===== src/rtl/pvhe_pkg.sv =====
`timescale 1ns / 1ps
`default_nettype none
package pvhe_pkg;

    // item kinds on the action input
    typedef enum logic [2:0] {
        ACT_NULL   = 3'd0,
        ACT_BOOL   = 3'd1,
        ACT_INT    = 3'd2,
        ACT_FLOAT  = 3'd3,
        ACT_STRING = 3'd4,
        ACT_LIST   = 3'd5,
        ACT_MAP    = 3'd6,
        ACT_STRUCT = 3'd7
    } t_action;

    // fixed markers
    localparam logic [7:0] MK_NULL  = 8'hC0;
    localparam logic [7:0] MK_FLOAT = 8'hC1;
    localparam logic [7:0] MK_FALSE = 8'hC2;
    localparam logic [7:0] MK_TRUE  = 8'hC3;
    localparam logic [7:0] MK_INT8  = 8'hC8;
    localparam logic [7:0] MK_INT16 = 8'hC9;
    localparam logic [7:0] MK_INT32 = 8'hCA;
    localparam logic [7:0] MK_INT64 = 8'hCB;

    // length header markers: tiny is {2'b10, kind, n}, sized forms are {4'hD, kind, size}
    localparam logic [1:0] TINY_TOP = 2'b10;
    localparam logic [3:0] SIZED_TOP = 4'hD;
    localparam logic [1:0] SZ_8  = 2'b00;
    localparam logic [1:0] SZ_16 = 2'b01;
    localparam logic [1:0] SZ_32 = 2'b10;

    // one classified item: up to nine bytes, left-justified, sent msb byte first
    localparam int WORD_W = 72;
    localparam int CNT_W  = 4;
    localparam int QUEUE_DEPTH = 2;

    typedef struct packed {
        logic [WORD_W-1:0] bytes;
        logic [CNT_W-1:0]  count;
        logic              err;
    } t_desc;

endpackage
`default_nettype wire


===== src/rtl/pvhe_front.sv =====
`timescale 1ns / 1ps
`default_nettype none
module pvhe_front (
    input  wire logic                 i_clk,
    input  wire logic                 i_rst_n,
    input  wire logic                 i_in_valid,
    output logic                      o_in_ready,
    input  wire logic [2:0]           i_action,
    input  wire logic signed [63:0]   i_value,
    input  wire logic [31:0]          i_payload_length,
    input  wire logic [7:0]           i_signature,
    output logic                      o_desc_valid,
    input  wire logic                 i_desc_ready,
    output pvhe_pkg::t_desc           o_desc
);
    import pvhe_pkg::*;

    logic   r_valid;
    t_desc  r_desc;
    t_desc  n_desc;
    t_desc  hdr;
    logic [1:0] kind;
    logic   fits_tiny;
    logic   fits_8;
    logic   fits_16;
    logic   fits_32;
    logic   is_true;
    logic   in_acc;

    // signed range checks by sign-extension of the upper bits
    assign fits_tiny = (i_value[63:7] == '0) || (i_value[63:4] == '1);
    assign fits_8    = (i_value[63:7] == '0) || (i_value[63:7] == '1);
    assign fits_16   = (i_value[63:15] == '0) || (i_value[63:15] == '1);
    assign fits_32   = (i_value[63:31] == '0) || (i_value[63:31] == '1);
    assign is_true   = !i_value[63] && (i_value != '0);
    assign kind      = i_action[1:0];

    // length header in its smallest form
    always_comb begin
        hdr = '0;
        if (i_payload_length < 32'd16) begin
            hdr.bytes = {TINY_TOP, kind, i_payload_length[3:0], 64'd0};
            hdr.count = 4'd1;
        end else if (i_payload_length < 32'd256) begin
            hdr.bytes = {SIZED_TOP, kind, SZ_8, i_payload_length[7:0], 56'd0};
            hdr.count = 4'd2;
        end else if (i_payload_length < 32'd65536) begin
            hdr.bytes = {SIZED_TOP, kind, SZ_16, i_payload_length[15:0], 48'd0};
            hdr.count = 4'd3;
        end else begin
            hdr.bytes = {SIZED_TOP, kind, SZ_32, i_payload_length, 32'd0};
            hdr.count = 4'd5;
        end
    end

    // classify the request into a byte word and a byte count
    always_comb begin
        n_desc = '0;
        unique case (t_action'(i_action))
            ACT_NULL: begin
                n_desc.bytes = {MK_NULL, 64'd0};
                n_desc.count = 4'd1;
            end
            ACT_BOOL: begin
                n_desc.bytes = {(is_true ? MK_TRUE : MK_FALSE), 64'd0};
                n_desc.count = 4'd1;
            end
            ACT_INT: begin
                priority if (fits_tiny) begin
                    n_desc.bytes = {i_value[7:0], 64'd0};
                    n_desc.count = 4'd1;
                end else if (fits_8) begin
                    n_desc.bytes = {MK_INT8, i_value[7:0], 56'd0};
                    n_desc.count = 4'd2;
                end else if (fits_16) begin
                    n_desc.bytes = {MK_INT16, i_value[15:0], 48'd0};
                    n_desc.count = 4'd3;
                end else if (fits_32) begin
                    n_desc.bytes = {MK_INT32, i_value[31:0], 32'd0};
                    n_desc.count = 4'd5;
                end else begin
                    n_desc.bytes = {MK_INT64, i_value};
                    n_desc.count = 4'd9;
                end
            end
            ACT_FLOAT: begin
                n_desc.bytes = {MK_FLOAT, i_value};
                n_desc.count = 4'd9;
            end
            ACT_STRING, ACT_LIST, ACT_MAP: begin
                n_desc = hdr;
            end
            ACT_STRUCT: begin
                if (i_payload_length > 32'd65535) begin
                    // overflow: one zero byte flagged as error
                    n_desc.bytes = '0;
                    n_desc.count = 4'd1;
                    n_desc.err   = 1'b1;
                end else begin
                    // signature byte follows the header
                    n_desc.bytes = hdr.bytes;
                    unique case (hdr.count)
                        4'd1:    n_desc.bytes[63:56] = i_signature;
                        4'd2:    n_desc.bytes[55:48] = i_signature;
                        default: n_desc.bytes[47:40] = i_signature;
                    endcase
                    n_desc.count = hdr.count + 4'd1;
                end
            end
            default: n_desc = '0;
        endcase
    end

    // one register stage toward the queue
    assign o_in_ready   = !r_valid || i_desc_ready;
    assign in_acc       = i_in_valid && o_in_ready;
    assign o_desc_valid = r_valid;
    assign o_desc       = r_desc;

    always_ff @(posedge i_clk) begin
        if (!i_rst_n) begin
            r_valid <= 1'b0;
        end else if (in_acc) begin
            r_valid <= 1'b1;
        end else if (i_desc_ready) begin
            r_valid <= 1'b0;
        end
    end

    always_ff @(posedge i_clk) begin
        if (in_acc) begin
            r_desc <= n_desc;
        end
    end

endmodule
`default_nettype wire


===== src/rtl/pvhe_queue.sv =====
`timescale 1ns / 1ps
`default_nettype none
module pvhe_queue #(
    parameter int DEPTH = pvhe_pkg::QUEUE_DEPTH
) (
    input  wire logic              i_clk,
    input  wire logic              i_rst_n,
    input  wire logic              i_push,
    output logic                   o_not_full,
    input  wire pvhe_pkg::t_desc   i_desc,
    input  wire logic              i_pop,
    output logic                   o_not_empty,
    output pvhe_pkg::t_desc        o_desc
);
    import pvhe_pkg::*;

    localparam int PTR_W = (DEPTH > 1) ? $clog2(DEPTH) : 1;
    localparam int CNT_W_Q = $clog2(DEPTH + 1);

    t_desc              r_mem [DEPTH];
    logic [PTR_W-1:0]   r_wr;
    logic [PTR_W-1:0]   r_rd;
    logic [CNT_W_Q-1:0] r_cnt;
    logic               do_push;
    logic               do_pop;

    assign o_not_full  = (r_cnt != CNT_W_Q'(DEPTH));
    assign o_not_empty = (r_cnt != '0);
    assign do_push     = i_push && o_not_full;
    assign do_pop      = i_pop && o_not_empty;
    assign o_desc      = r_mem[r_rd];

    // pointers wrap at the depth
    always_ff @(posedge i_clk) begin
        if (!i_rst_n) begin
            r_wr  <= '0;
            r_rd  <= '0;
            r_cnt <= '0;
        end else begin
            if (do_push) begin
                r_wr <= (r_wr == PTR_W'(DEPTH - 1)) ? '0 : r_wr + PTR_W'(1);
            end
            if (do_pop) begin
                r_rd <= (r_rd == PTR_W'(DEPTH - 1)) ? '0 : r_rd + PTR_W'(1);
            end
            if (do_push && !do_pop) begin
                r_cnt <= r_cnt + CNT_W_Q'(1);
            end else if (do_pop && !do_push) begin
                r_cnt <= r_cnt - CNT_W_Q'(1);
            end
        end
    end

    // entry storage
    always_ff @(posedge i_clk) begin
        if (do_push) begin
            r_mem[r_wr] <= i_desc;
        end
    end

endmodule
`default_nettype wire


===== src/rtl/pvhe_back.sv =====
`timescale 1ns / 1ps
`default_nettype none
module pvhe_back (
    input  wire logic              i_clk,
    input  wire logic              i_rst_n,
    input  wire logic              i_desc_avail,
    output logic                   o_desc_pop,
    input  wire pvhe_pkg::t_desc   i_desc,
    output logic                   o_out_valid,
    input  wire logic              i_out_ready,
    output logic [7:0]             o_out_byte,
    output logic                   o_last,
    output logic                   o_error
);
    import pvhe_pkg::*;

    logic                r_busy;
    logic [WORD_W-1:0]   r_word;
    logic [CNT_W-1:0]    r_left;
    logic                r_err;
    logic                out_acc;
    logic                can_load;

    assign o_out_valid = r_busy;
    assign o_out_byte  = r_word[WORD_W-1 -: 8];
    assign o_last      = (r_left == CNT_W'(1));
    assign o_error     = r_err;
    assign out_acc     = r_busy && i_out_ready;
    assign can_load    = !r_busy || (out_acc && o_last);
    assign o_desc_pop  = can_load && i_desc_avail;

    // control: busy while bytes of an item remain
    always_ff @(posedge i_clk) begin
        if (!i_rst_n) begin
            r_busy <= 1'b0;
            r_left <= '0;
        end else if (can_load) begin
            r_busy <= i_desc_avail;
            r_left <= i_desc_avail ? i_desc.count : '0;
        end else if (out_acc) begin
            r_left <= r_left - CNT_W'(1);
        end
    end

    // byte shifter, msb byte goes out first
    always_ff @(posedge i_clk) begin
        if (o_desc_pop) begin
            r_word <= i_desc.bytes;
            r_err  <= i_desc.err;
        end else if (out_acc) begin
            r_word <= {r_word[WORD_W-9:0], 8'h00};
        end
    end

    a_err_is_last: assert property (@(posedge i_clk) disable iff (!i_rst_n)
        (o_out_valid && o_error) |-> o_last)
        else $error("error byte is not the last byte of its item");

    a_busy_has_bytes: assert property (@(posedge i_clk) disable iff (!i_rst_n)
        o_out_valid |-> (r_left != '0) && (r_left <= CNT_W'(9)))
        else $error("serializer busy with bad byte count");

    a_drain_idle: assert property (@(posedge i_clk) disable iff (!i_rst_n)
        (out_acc && o_last && !i_desc_avail) |=> !o_out_valid)
        else $error("serializer stays busy after its final byte");

endmodule
`default_nettype wire


===== src/rtl/packstream_value_header_encoder_core.sv =====
`timescale 1ns / 1ps
`default_nettype none
// Value header encoder: each input request (null, boolean, integer, float, or a
// string/list/map/struct length header) is turned into its marker byte and fixed
// big-endian data bytes, one byte per output request, with o_last on the final
// byte; integers and lengths take their smallest form and a struct adds its
// signature byte. A struct field count above 65535 yields a single zero byte with
// o_error and o_last set. An item has one to nine bytes, one per output transfer;
// the byte serializer at the back sets the output pace, while a register stage and a
// short queue in front let new requests be classified and taken while earlier
// items are still being sent. The first byte of an item is offered once its
// request has passed the front register, the queue and the serializer register.
module packstream_value_header_encoder_core #(
    parameter int QUEUE_DEPTH = pvhe_pkg::QUEUE_DEPTH
) (
    input  wire logic                 i_clk,
    input  wire logic                 i_rst_n,
    input  wire logic                 i_in_valid,
    output logic                      o_in_ready,
    input  wire logic [2:0]           i_action,
    input  wire logic signed [63:0]   i_value,
    input  wire logic [31:0]          i_payload_length,
    input  wire logic [7:0]           i_signature,
    output logic                      o_out_valid,
    input  wire logic                 i_out_ready,
    output logic [7:0]                o_out_byte,
    output logic                      o_last,
    output logic                      o_error
);
    import pvhe_pkg::*;

    logic   f_valid;
    logic   q_not_full;
    logic   q_not_empty;
    logic   b_pop;
    t_desc  f_desc;
    t_desc  q_desc;

    // front: classify requests
    pvhe_front u_front (
        .i_clk            (i_clk),
        .i_rst_n          (i_rst_n),
        .i_in_valid       (i_in_valid),
        .o_in_ready       (o_in_ready),
        .i_action         (i_action),
        .i_value          (i_value),
        .i_payload_length (i_payload_length),
        .i_signature      (i_signature),
        .o_desc_valid     (f_valid),
        .i_desc_ready     (q_not_full),
        .o_desc           (f_desc)
    );

    // queue between classifier and serializer
    pvhe_queue #(
        .DEPTH (QUEUE_DEPTH)
    ) u_queue (
        .i_clk       (i_clk),
        .i_rst_n     (i_rst_n),
        .i_push      (f_valid),
        .o_not_full  (q_not_full),
        .i_desc      (f_desc),
        .i_pop       (b_pop),
        .o_not_empty (q_not_empty),
        .o_desc      (q_desc)
    );

    // back: send bytes
    pvhe_back u_back (
        .i_clk        (i_clk),
        .i_rst_n      (i_rst_n),
        .i_desc_avail (q_not_empty),
        .o_desc_pop   (b_pop),
        .i_desc       (q_desc),
        .o_out_valid  (o_out_valid),
        .i_out_ready  (i_out_ready),
        .o_out_byte   (o_out_byte),
        .o_last       (o_last),
        .o_error      (o_error)
    );

endmodule
`default_nettype wire

===== config.mk =====
export PLATFORM = sky130hd
export DESIGN_NAME = packstream_value_header_encoder_core
export DESIGN_NICKNAME = d
export VERILOG_FILES = /design/src/rtl/pvhe_pkg.sv /design/src/rtl/pvhe_front.sv /design/src/rtl/pvhe_queue.sv /design/src/rtl/pvhe_back.sv /design/src/rtl/packstream_value_header_encoder_core.sv
export SDC_FILE = /design/constraint.sdc
export NUM_CORES = 1
export LEC_CHECK = 0
export ABC_AREA = 1
export BUFFER_PORTS_ARGS = -buffer_cell sky130_fd_sc_hd__buf_2
export CAP_MARGIN = 10
export CORE_MARGIN = 3
export CORE_UTILIZATION = 51
export DETAILED_ROUTE_END_ITERATION = 16
export HOLD_SLACK_MARGIN = 0.02
export PLACE_DENSITY = 0.7
export SLEW_MARGIN = 20
export SYNTH_ARGS = -nofsm -noshare
export SYNTH_HDL_FRONTEND = slang
export SYNTH_SLANG_ARGS = --single-unit

===== constraint.sdc =====
create_clock -name i_clk -period 6.4 [get_ports i_clk]
set_clock_uncertainty 0.2 [all_clocks]
set_input_delay 0.32 -clock i_clk [delete_from_list [all_inputs] [get_ports i_clk]]
set_output_delay 0.32 -clock i_clk [all_outputs]
set_load 0.05 [all_outputs]

==> results.ini, run 1 <==
[layout]
most-common-layout-cells=nand2_1, edfxtp_1, nor2_1
n_fill_cell=2416
syn_to_final_growth_pct=13.5
num-nets-final=1724
drive_above_1_share_pct=14.3
seq_area_sq_um=9350
final_common_cell=nand2_1
multi_input_area_sq_um=4600
post-route-util_pct=59.5

[setup_path]
cp_num_buf_inv=4
cp-start-kind=input pin
crit_arrival_ns=3.53
crit_path_cell_trace=dlygate4sd3_1, buf_2, nor2_1, nand2_1, clkinv_1, nand3_2, nor2_4, nand3_1, nand3_1, dlygate4sd3_1
crit_path_max_fanout=28
path_class=input pin to flip-flop
crit_family=simple AND/OR/NAND/NOR gates
slowest_stage=nor2_4
end_kind=flip-flop
cpPeakStageDelay_ns=0.65
crit_required_ns=6.58

[global_route]
grt_max_degree=87
grt_pass1_vias=10871
gr-usage-all-layers_pct=27.6
overflow=0
grt_pass1_wl_mm=64.7
antenna_found_initial=0

[drt]
remaining_drc_errors=0
drt_iter0_drc=1003
vias=11322
wire_per_inst_microns=21.4
routed_via_density=5.64
drt-pass1-iter-count=5
ant_nets=0
wl_mm=42.9

[clocking]
root_buffer=clkbuf_16
tritoncts=yes
clk_latency_ns=0.53
post-cts-setup-buffers=0
postCtsHoldBufs=19
h-tree-depth=1
clk_pin_slew_ns=0.06
clockBufferDepth=3
ctsResizeCount=0
numCtsBuffers=29
cts.sinks=315

[floorplanning]
ios=123
die_width_microns=176
die_h_microns=176
row_count=61
core_sq_um=28200
design.die.area_sq_um=31000
initial_core_util_pct=52.4

[synthesis]
seq_area_frac_synth_pct=63.4
ys_async_sr_fraction_pct=0
syn_inst=1491
synth-seq-cells=315
synth-edff-count=304
yosys_warnings=0
ys.flop_type=edfxtp_1
syn_nets=1606
syn_area_per_cell_sq_um=9.90
yosysUniqueCellTypes=37
synth.cell_area_sq_um=14800

[job]
drv_cap=0

[outcome]
status=completed

[power_and_ir_drop]
p_leak_nw=6.43
power.total_mw=6.29
ir_drop_uv=224
pwr_density_cell_nw_per_um2=375

[timing]
max_freq_mhz=298
grt_setup_unrepaired=false
fin_crit_sh_pct=52.4
hold_viol=0
fin_crit_ns=3.35
worst-slew-pin-transition_ns=1.07
finalSetupViolCount=0
tns_ns=0
slew_viol_final=0
slew_headroom_pct=28.8

[placement]
port_buffers=122
dp_hpwl_mm=31.1
gp_congestion=1.01

[hold_path]
hold_class=input pin to flip-flop

==> Yosys cell counts (11+ instances only) <==
master    number  area share, %
a21oi_1       53            1.8
nand4_1       40            1.7
buf_4         13           0.66
a31oi_1       66            2.8
inv_1        113            2.9
nor2_1       240            6.1
dfxtp_1       11            1.5
nand3_1       82            2.8
buf_2         23           0.78
o21ai_0       33            1.1
edfxtp_1     304             62
nand3_2       14           0.95
nand2_1      382            9.7
nor3_1        14           0.47
clkbuf_1      21           0.53
==> path summary, 6_finish.rpt <==
path | start | slack (ns) | depth (start not counted) | endpoint
worst max-delay path | i_action[0] | 3.05 | 10 | u_front.o_desc[52]
worst min-delay path | i_value[20] | 0.04 | 3 | u_front.o_desc[25]
worst max register to register | u_back.r_left[1] | 3.34 | 11 | u_back.r_word[53]
worst min register to register | u_front.o_desc[51] | 0.24 | 0 | u_queue.r_mem[1][51]
==> report_power, final <==
group          switching (mW)  internal (mW)  total (mW)
clock network           0.691          0.991        1.68
registers               0.162           2.90        3.07
logic                    1.12          0.420        1.54
==> state kept, by name, summed over array words and instances, names as in the netlist, named ones only <==
signal	flops
u_back.r_word	72
u_queue.r_rd	1
u_queue.r_cnt	2
u_front.o_desc	77
u_front.o_desc_valid	1
u_back.o_out_valid	1
u_back.o_error	1
u_queue.r_mem	154
u_back.r_left	4
u_queue.r_wr	1
==> logic make-up after synthesis <==
group                      after synthesis  share of synthesized area (%)
DFF                                    315                           63.4
AOI/OAI and AO/OA                      170                           6.57
xor gates and xnor gates                 3                          0.178
and+or+nand+nor                        810                           23.8
adders and majority gates                4                          0.339
buffers and inverters                  189                           5.72
==> area by class of cell <==
type / instances / share of cell area, %
diodes: 1 / 0.0149
clock buffers: 32 / 4.40
clock inverters: 18 / 1.24
inverters: 125 / 2.83
multi-input cells: 987 / 27.4
flip-flops and latches: 315 / 55.8
well taps: 378 / 2.82
repair buffers: 151 / 5.42
==> per-layer routing <==
layer	GRT usage, %	vias to the layer above	wire [microns]
li1	-	5355	-
met4	11.3	0	1930
met2	44.7	519	20000
met1	38.8	5357	18100
met3	2.60	91	2840
met5	0	-	0
==> tightest hold or removal path: stages <==
cell,delay [ns]
buf_2,0.15
inv_1,0.08
nor2_1,0.09
==> per-stage QoR <==
step,area [sq um],cells,setup WS (ns),hold slack (ns)
floorplan,14800,1491,1.39,0.221
global placement,15600,1935,3.40,0.222
detailed placement,15600,1936,3.36,0.229
CTS,16700,2005,3.15,0.0210
global route,16700,2006,2.95,0.0430
finish,16700,2007,3.05,0.0437
(Power assumes the default switching activity.)
==> inputs of run 2 (changes only) <==
- clock period: 6.4 -> 3.5 ns (I/O delays scaled with it)
==> run 2 against run 1 <==
Register-to-register slack worse by 2.6 ns. First-iteration DRC count up 18%. Non-clock buffer count increased by 79. Critical path depth unchanged. Critical endpoint unchanged. Via count grew 3.7%. Critical path type unchanged. Cell count grew 4.0%. Clock-buffer cell count is 6 higher. Wire length up 2.5%. Highest routed layer unchanged.
==> results.ini, run 2 (synthesis results as in run 1) <==
[clocking]
root_buffer=clkbuf_16
cts.sinks=315  ; unchanged
clockBufferDepth=3  ; unchanged
h-tree-depth=1  ; unchanged
clk_pin_slew_ns=0.07  ; about the same
clk_latency_ns=0.53  ; about the same
tritoncts=yes
numCtsBuffers=28  ; -3.4%

[layout]
n_fill_cell=2311  ; -4.3%
num-nets-final=1802  ; +4.5%
top_register=u_queue.r_mem
syn_to_final_growth_pct=18.6
largest_register_ffs=154  ; unchanged
drive_above_1_share_pct=13.7  ; -0.56 points
final_common_cell=nand2_1
most-common-layout-cells=nand2_1, edfxtp_1, nor2_1
antenna_cells=0  ; -1

[global_route]
grt_pass1_vias=11481  ; +5.6%
gr-usage-all-layers_pct=28.5  ; +0.84 points
overflow=0  ; unchanged
grt_pass1_wl_mm=67.4  ; +4.2%
antenna_found_initial=1  ; +1
grt_max_degree=137  ; +57%

[timing]
max_freq_mhz=297
fin_crit_ns=3.37
fin_crit_sh_pct=96.2
hold_viol=0  ; unchanged
slew_headroom_pct=39.9  ; +11 points
worst-slew-pin-transition_ns=0.901  ; -0.166 ns
slew_viol_final=0  ; unchanged
grt_setup_unrepaired=false
tns_ns=0  ; unchanged
setup_slack_ns=0.135  ; -2.91 ns
finalSetupViolCount=0  ; unchanged

[hold_path]
hold_end=u_front.o_desc[69]
holdCritStartpoint=i_value[63]
hold_depth=6  ; +3
hold_class=input pin to flip-flop

[placement]
dp_hpwl_mm=31.6  ; +1.7%
dp_slack_ns=0.753  ; -2.60 ns
gp_congestion=0.991  ; -2.1%
port_buffers=122  ; unchanged

[floorplanning]
design.die.area_sq_um=31000  ; unchanged
ios=123  ; unchanged
core_sq_um=28200  ; unchanged
die_h_microns=176  ; unchanged
initial_core_util_pct=52.4  ; unchanged
row_count=61  ; unchanged
die_width_microns=176  ; unchanged

[setup_path]
crit_required_ns=3.70  ; -2.88 ns
cp-start-kind=input pin
rrSetupSlack_ns=0.75  ; -2.59 ns
path_class=input pin to flip-flop
r2r-start=u_back.r_left[1]
end_kind=flip-flop
crit_path_max_fanout=8  ; -71%
r2r_end=u_back.r_left[2]
crit_arrival_ns=3.56  ; +0.03 ns
r2r_cells=12  ; +1

[drt]
wire_per_inst_microns=21.1  ; -1.4%
routed_via_density=5.63  ; -0.27%
vias=11742  ; +3.7%
ant_nets=0  ; unchanged
remaining_drc_errors=0  ; unchanged
wl_mm=44.0  ; +2.5%
drt_iter0_drc=1185  ; +18%
drt-pass1-iter-count=6  ; +1

[power_and_ir_drop]
p_leak_nw=6.74  ; +4.8%
pwr_density_cell_nw_per_um2=656  ; +75%
ir_drop_uv=559  ; +150%

[job]
drv_cap=0  ; unchanged

[outcome]
status=completed

==> run 2: changes by cell type in the layout (fill, tap and decap cells not counted), moves of 2 or more <==
cell,delta
dlygate4sd3_1,+76
buf_12,+3
clkinv_4,-2
clkinvlp_4,+3
clkinv_1,-2
bufinv_16,-2
clkbuf_1,+6
==> run 2: worst max path at each step <==
stage                              start            endpoint  cells after the start
finish                       i_action[1]  u_front.o_desc[52]                     10
floorplan             u_back.o_out_valid    u_back.r_word[0]                      2
global placement             i_value[46]  u_front.o_desc[23]                     13
global route                 i_action[1]  u_front.o_desc[52]                     10
CTS                 i_payload_length[17]  u_front.o_desc[52]                     12
detailed placement           i_value[63]  u_front.o_desc[23]                     12
==> run 2: critical path, cell delays in order <==
cell	delay (ns)
dlygate4sd3_1	0.52
buf_2	0.20
nand2_1	0.13
nor2_2	0.41
nand3_2	0.21
nor2_1	0.48
a21oi_1	0.16
dlygate4sd3_1	0.60
nand3_1	0.10
dlygate4sd3_1	0.56
==> run 2: power by group <==
part           leakage (nW)  internal [mW]  switching (mW)  total, mW
clock                 0.426           1.67            1.27       2.95
sequential             3.00           5.30           0.261       5.56
combinational          3.32          0.838            2.12       2.96
total                  6.74           7.82            3.66       11.5
==> run 2: layer usage <==
| layer | wire [microns] | vias to the layer above | track usage (%) |
|---|---|---|---|
| li1 | - | 5509 | - |
| met1 | 18700 | 5528 | 39.8 |
| met2 | 20000 | 580 | 44.8 |
| met3 | 2890 | 125 | 3.18 |
| met4 | 2370 | 0 | 13.8 |
| met5 | 0 | - | 0 |
==> run 2: metrics by stage <==
step	power [mW]	hold WS, ns	instances	instance area, sq um	util [%]
2_1_floorplan	7.59	0.111	1491	14800	-
3_3_place_gp	8.46	0.222	1940	15700	55.6
3_5_place_dp	8.52	0.230	1940	15700	55.6
4_1_cts	11.6	0.0246	2087	17500	62.1
5_1_grt	12.1	0.0536	2087	17500	62.1
6_report	11.5	0.0524	2087	17500	62.1
==> run 2: area by class of cell <==
type                    instances  area, sq um  share of cell area (%)
flip-flops and latches        315         9350                    53.4
clock buffers                  38          759                    4.34
well taps                     378          473                    2.70
multi-input cells             987         4600                    26.3
repair buffers                230         1710                    9.77
inverters                     125          474                    2.71
clock inverters                14          129                   0.736
==> run 2: repair_timing <==
action | in CTS | in global routing
setup endpoints to repair | 0 | 2
hold endpoints to repair | 81 | 0
buffers inserted | 0 | 0
hold buffers | 95 | 0
gates resized for setup | 0 | 2
==> inputs of run 3 (changes only) <==
- CORE_UTILIZATION: 51 -> 60
- PLACE_DENSITY: 0.7 -> unset
- PLACE_DENSITY_LB_ADDON: unset -> 0.12
==> run 3 against run 2 <==
Wire length rose by 3.5%. Register-to-register slack got worse by 0.07 ns. Critical path depth rose by 4. Clock power fell by 6%. Sequential power rose by 1%. Hold slack improved by 0.0027 ns. Setup slack improved by 0.077 ns. Combinational power rose by 3%. Global-route usage rose by 5.7 points. Critical path type unchanged. Critical endpoint is now u_front.o_desc[47]. Largest power group unchanged.
==> results.ini, run 3 (synthesis results as in run 1) <==
[floorplanning]
row_count=56  ; -8.2%
die_h_microns=163  ; -7.5%
design.die.area_sq_um=26500  ; -15%
die_width_microns=163  ; -7.5%
ios=123  ; unchanged
core_sq_um=23800  ; -15%
initial_core_util_pct=61.9  ; +9.5 points

[setup_path]
worst_path_most_repeated_cell=dlygate4sd3_1
end_kind=flip-flop
path_class=input pin to flip-flop
cpPeakStageDelay_ns=0.57  ; -0.03 ns
rrSetupSlack_ns=0.68  ; -0.07 ns
cp-start-kind=input pin
crit_path_max_fanout=15  ; +7
crit_path_cell_trace=dlygate4sd3_1, buf_2, nor2_1, nand2_1, nor2_2, nand2_2, nand2_4, inv_1, nand2_1, o21ai_0, a21oi_1, dlygate4sd3_1, nand3_1, dlygate4sd3_1
crit_arrival_ns=3.35  ; -0.21 ns
crit_required_ns=3.57  ; -0.13 ns
slowest_stage=dlygate4sd3_1

[placement]
dp_hpwl_mm=30.6  ; -3.2%
port_buffers=122  ; unchanged
gp_congestion=1.06  ; +6.9%

[drt]
top_layer=met4
ant_nets=0  ; unchanged
drt_iter0_drc=1636  ; +38%
route.met3.wl_mm=4.14  ; +43%
wl_met1_mm=17.5  ; -6.1%
wl_mm=45.5  ; +3.5%
vias=12153  ; +3.5%
remaining_drc_errors=0  ; unchanged
drt-pass1-iter-count=6  ; unchanged
routed_via_density=6.03  ; +7.3%
wire_per_inst_microns=22.6  ; +7.3%
wl_met2_mm=21.7  ; +8.5%

[timing]
grt_setup_unrepaired=false
worst-slew-pin-transition_ns=0.884  ; -0.0165 ns
hold_viol=0  ; unchanged
slew_viol_final=0  ; unchanged
tns_ns=0  ; unchanged
slew_headroom_pct=41.0  ; +1.1 points
finalSetupViolCount=0  ; unchanged
max_freq_mhz=304  ; +2.3%
fin_crit_sh_pct=93.9  ; -2.2 points
fin_crit_ns=3.29  ; -0.0772 ns

[global_route]
overflow=0  ; unchanged
antenna_found_initial=0  ; -1
grt_pass1_vias=11849  ; +3.2%
grt_pass1_wl_mm=68.0  ; +0.95%
grt_max_degree=137  ; unchanged
gr-usage-all-layers_pct=34.2  ; +5.7 points

[layout]
largest_register_ffs=154  ; unchanged
post-route-util_pct=72.4  ; +10 points
drive_above_1_share_pct=13.6  ; -0.11 points
n_fill_cell=1642  ; -29%
seq_area_sq_um=9350  ; unchanged
final_common_cell=nand2_1
syn_to_final_growth_pct=16.9
top_register=u_queue.r_mem
multi_input_area_sq_um=4600  ; unchanged
num-nets-final=1788  ; -0.78%
most-common-layout-cells=nand2_1, edfxtp_1, nor2_1

[clocking]
clockBufferDepth=3  ; unchanged
cts.sinks=315  ; unchanged
root_buffer=clkbuf_16
h-tree-depth=1  ; unchanged
tritoncts=yes
clk_latency_ns=0.53  ; about the same
numCtsBuffers=28  ; unchanged
clk_pin_slew_ns=0.06  ; about the same
post-cts-setup-buffers=0  ; unchanged

[power_and_ir_drop]
ir_drop_uv=1120  ; +100%
pwr_density_cell_nw_per_um2=664  ; +1.2%
p_leak_nw=6.68  ; -0.97%

[job]
drv_cap=0  ; unchanged

[hold_path]
hold_class=input pin to flip-flop

[outcome]
status=completed

==> run 3: changes by cell type in the layout (fill, tap and decap cells not counted), moves of 2 or more <==
cell and change:
buf_12 +2, clkbuf_1 -4, clkinvlp_4 -2, dlygate4sd3_1 -13, bufinv_16 -2, buf_4 -3, clkinv_1 +6
==> run 3: worst paths after layout <==
| kind | startpoint | end | depth (start not counted) |
|---|---|---|---|
| max | i_payload_length[23] | u_front.o_desc[47] | 14 |
| min | i_signature[3] | u_front.o_desc[64] | 5 |
| max reg2reg | u_back.r_left[1] | u_queue.r_cnt[1] | 14 |
| min reg2reg | u_front.o_desc[71] | u_queue.r_mem[1][71] | 0 |
==> run 3: metal layers <==
metal / track usage [%] / vias to the layer above
li1: - / 5482
met1: 46.8 / 5746
met2: 56.5 / 797
met3: 4.27 / 128
met4: 13.1 / 0
met5: 0 / -
==> run 3: timing repair <==
action,4_1_cts,5_1_grt
gates resized for setup,0,2
hold buffers,82,0
hold endpoints to repair,78,0
setup endpoints to repair,0,2
==> run 3: critical path, delay by kind of cell <==
family,cells,cell delay [ns]
AOI/OAI and AO/OA,2,0.20
and+or+nand+nor,7,1.09
buffers and inverters,5,1.89
==> run 3: metrics by stage <==
step	instances	hold slack (ns)	setup WS [ns]	instance area (sq um)	power (mW)
2_1_floorplan	1491	0.111	0.0923	14800	7.59
3_3_place_gp	1880	0.222	0.755	15600	8.41
3_5_place_dp	1880	0.233	0.886	15600	8.56
4_1_cts	2013	0.0288	0.0129	17200	11.4
5_1_grt	2013	0.0514	0.0422	17200	11.9
6_report	2014	0.0550	0.212	17300	11.5
==> run 3: final cells by class <==
type / instances / area share (%)
Antenna cell: 1 / 0.0145
Clock buffer: 33 / 4.17
Clock inverter: 18 / 0.609
Inverter: 125 / 2.75
Multi-Input combinational cell: 987 / 26.7
Sequential cell: 315 / 54.2
Tap cell: 319 / 2.31
Timing Repair Buffer: 216 / 9.25
==> run 3: report_power, final <==
part	switching [mW]	leakage, nW	internal (mW)
clock network	1.28	0.401	1.48
logic	2.22	3.28	0.844
registers	0.321	3.00	5.31
total	3.82	6.68	7.63
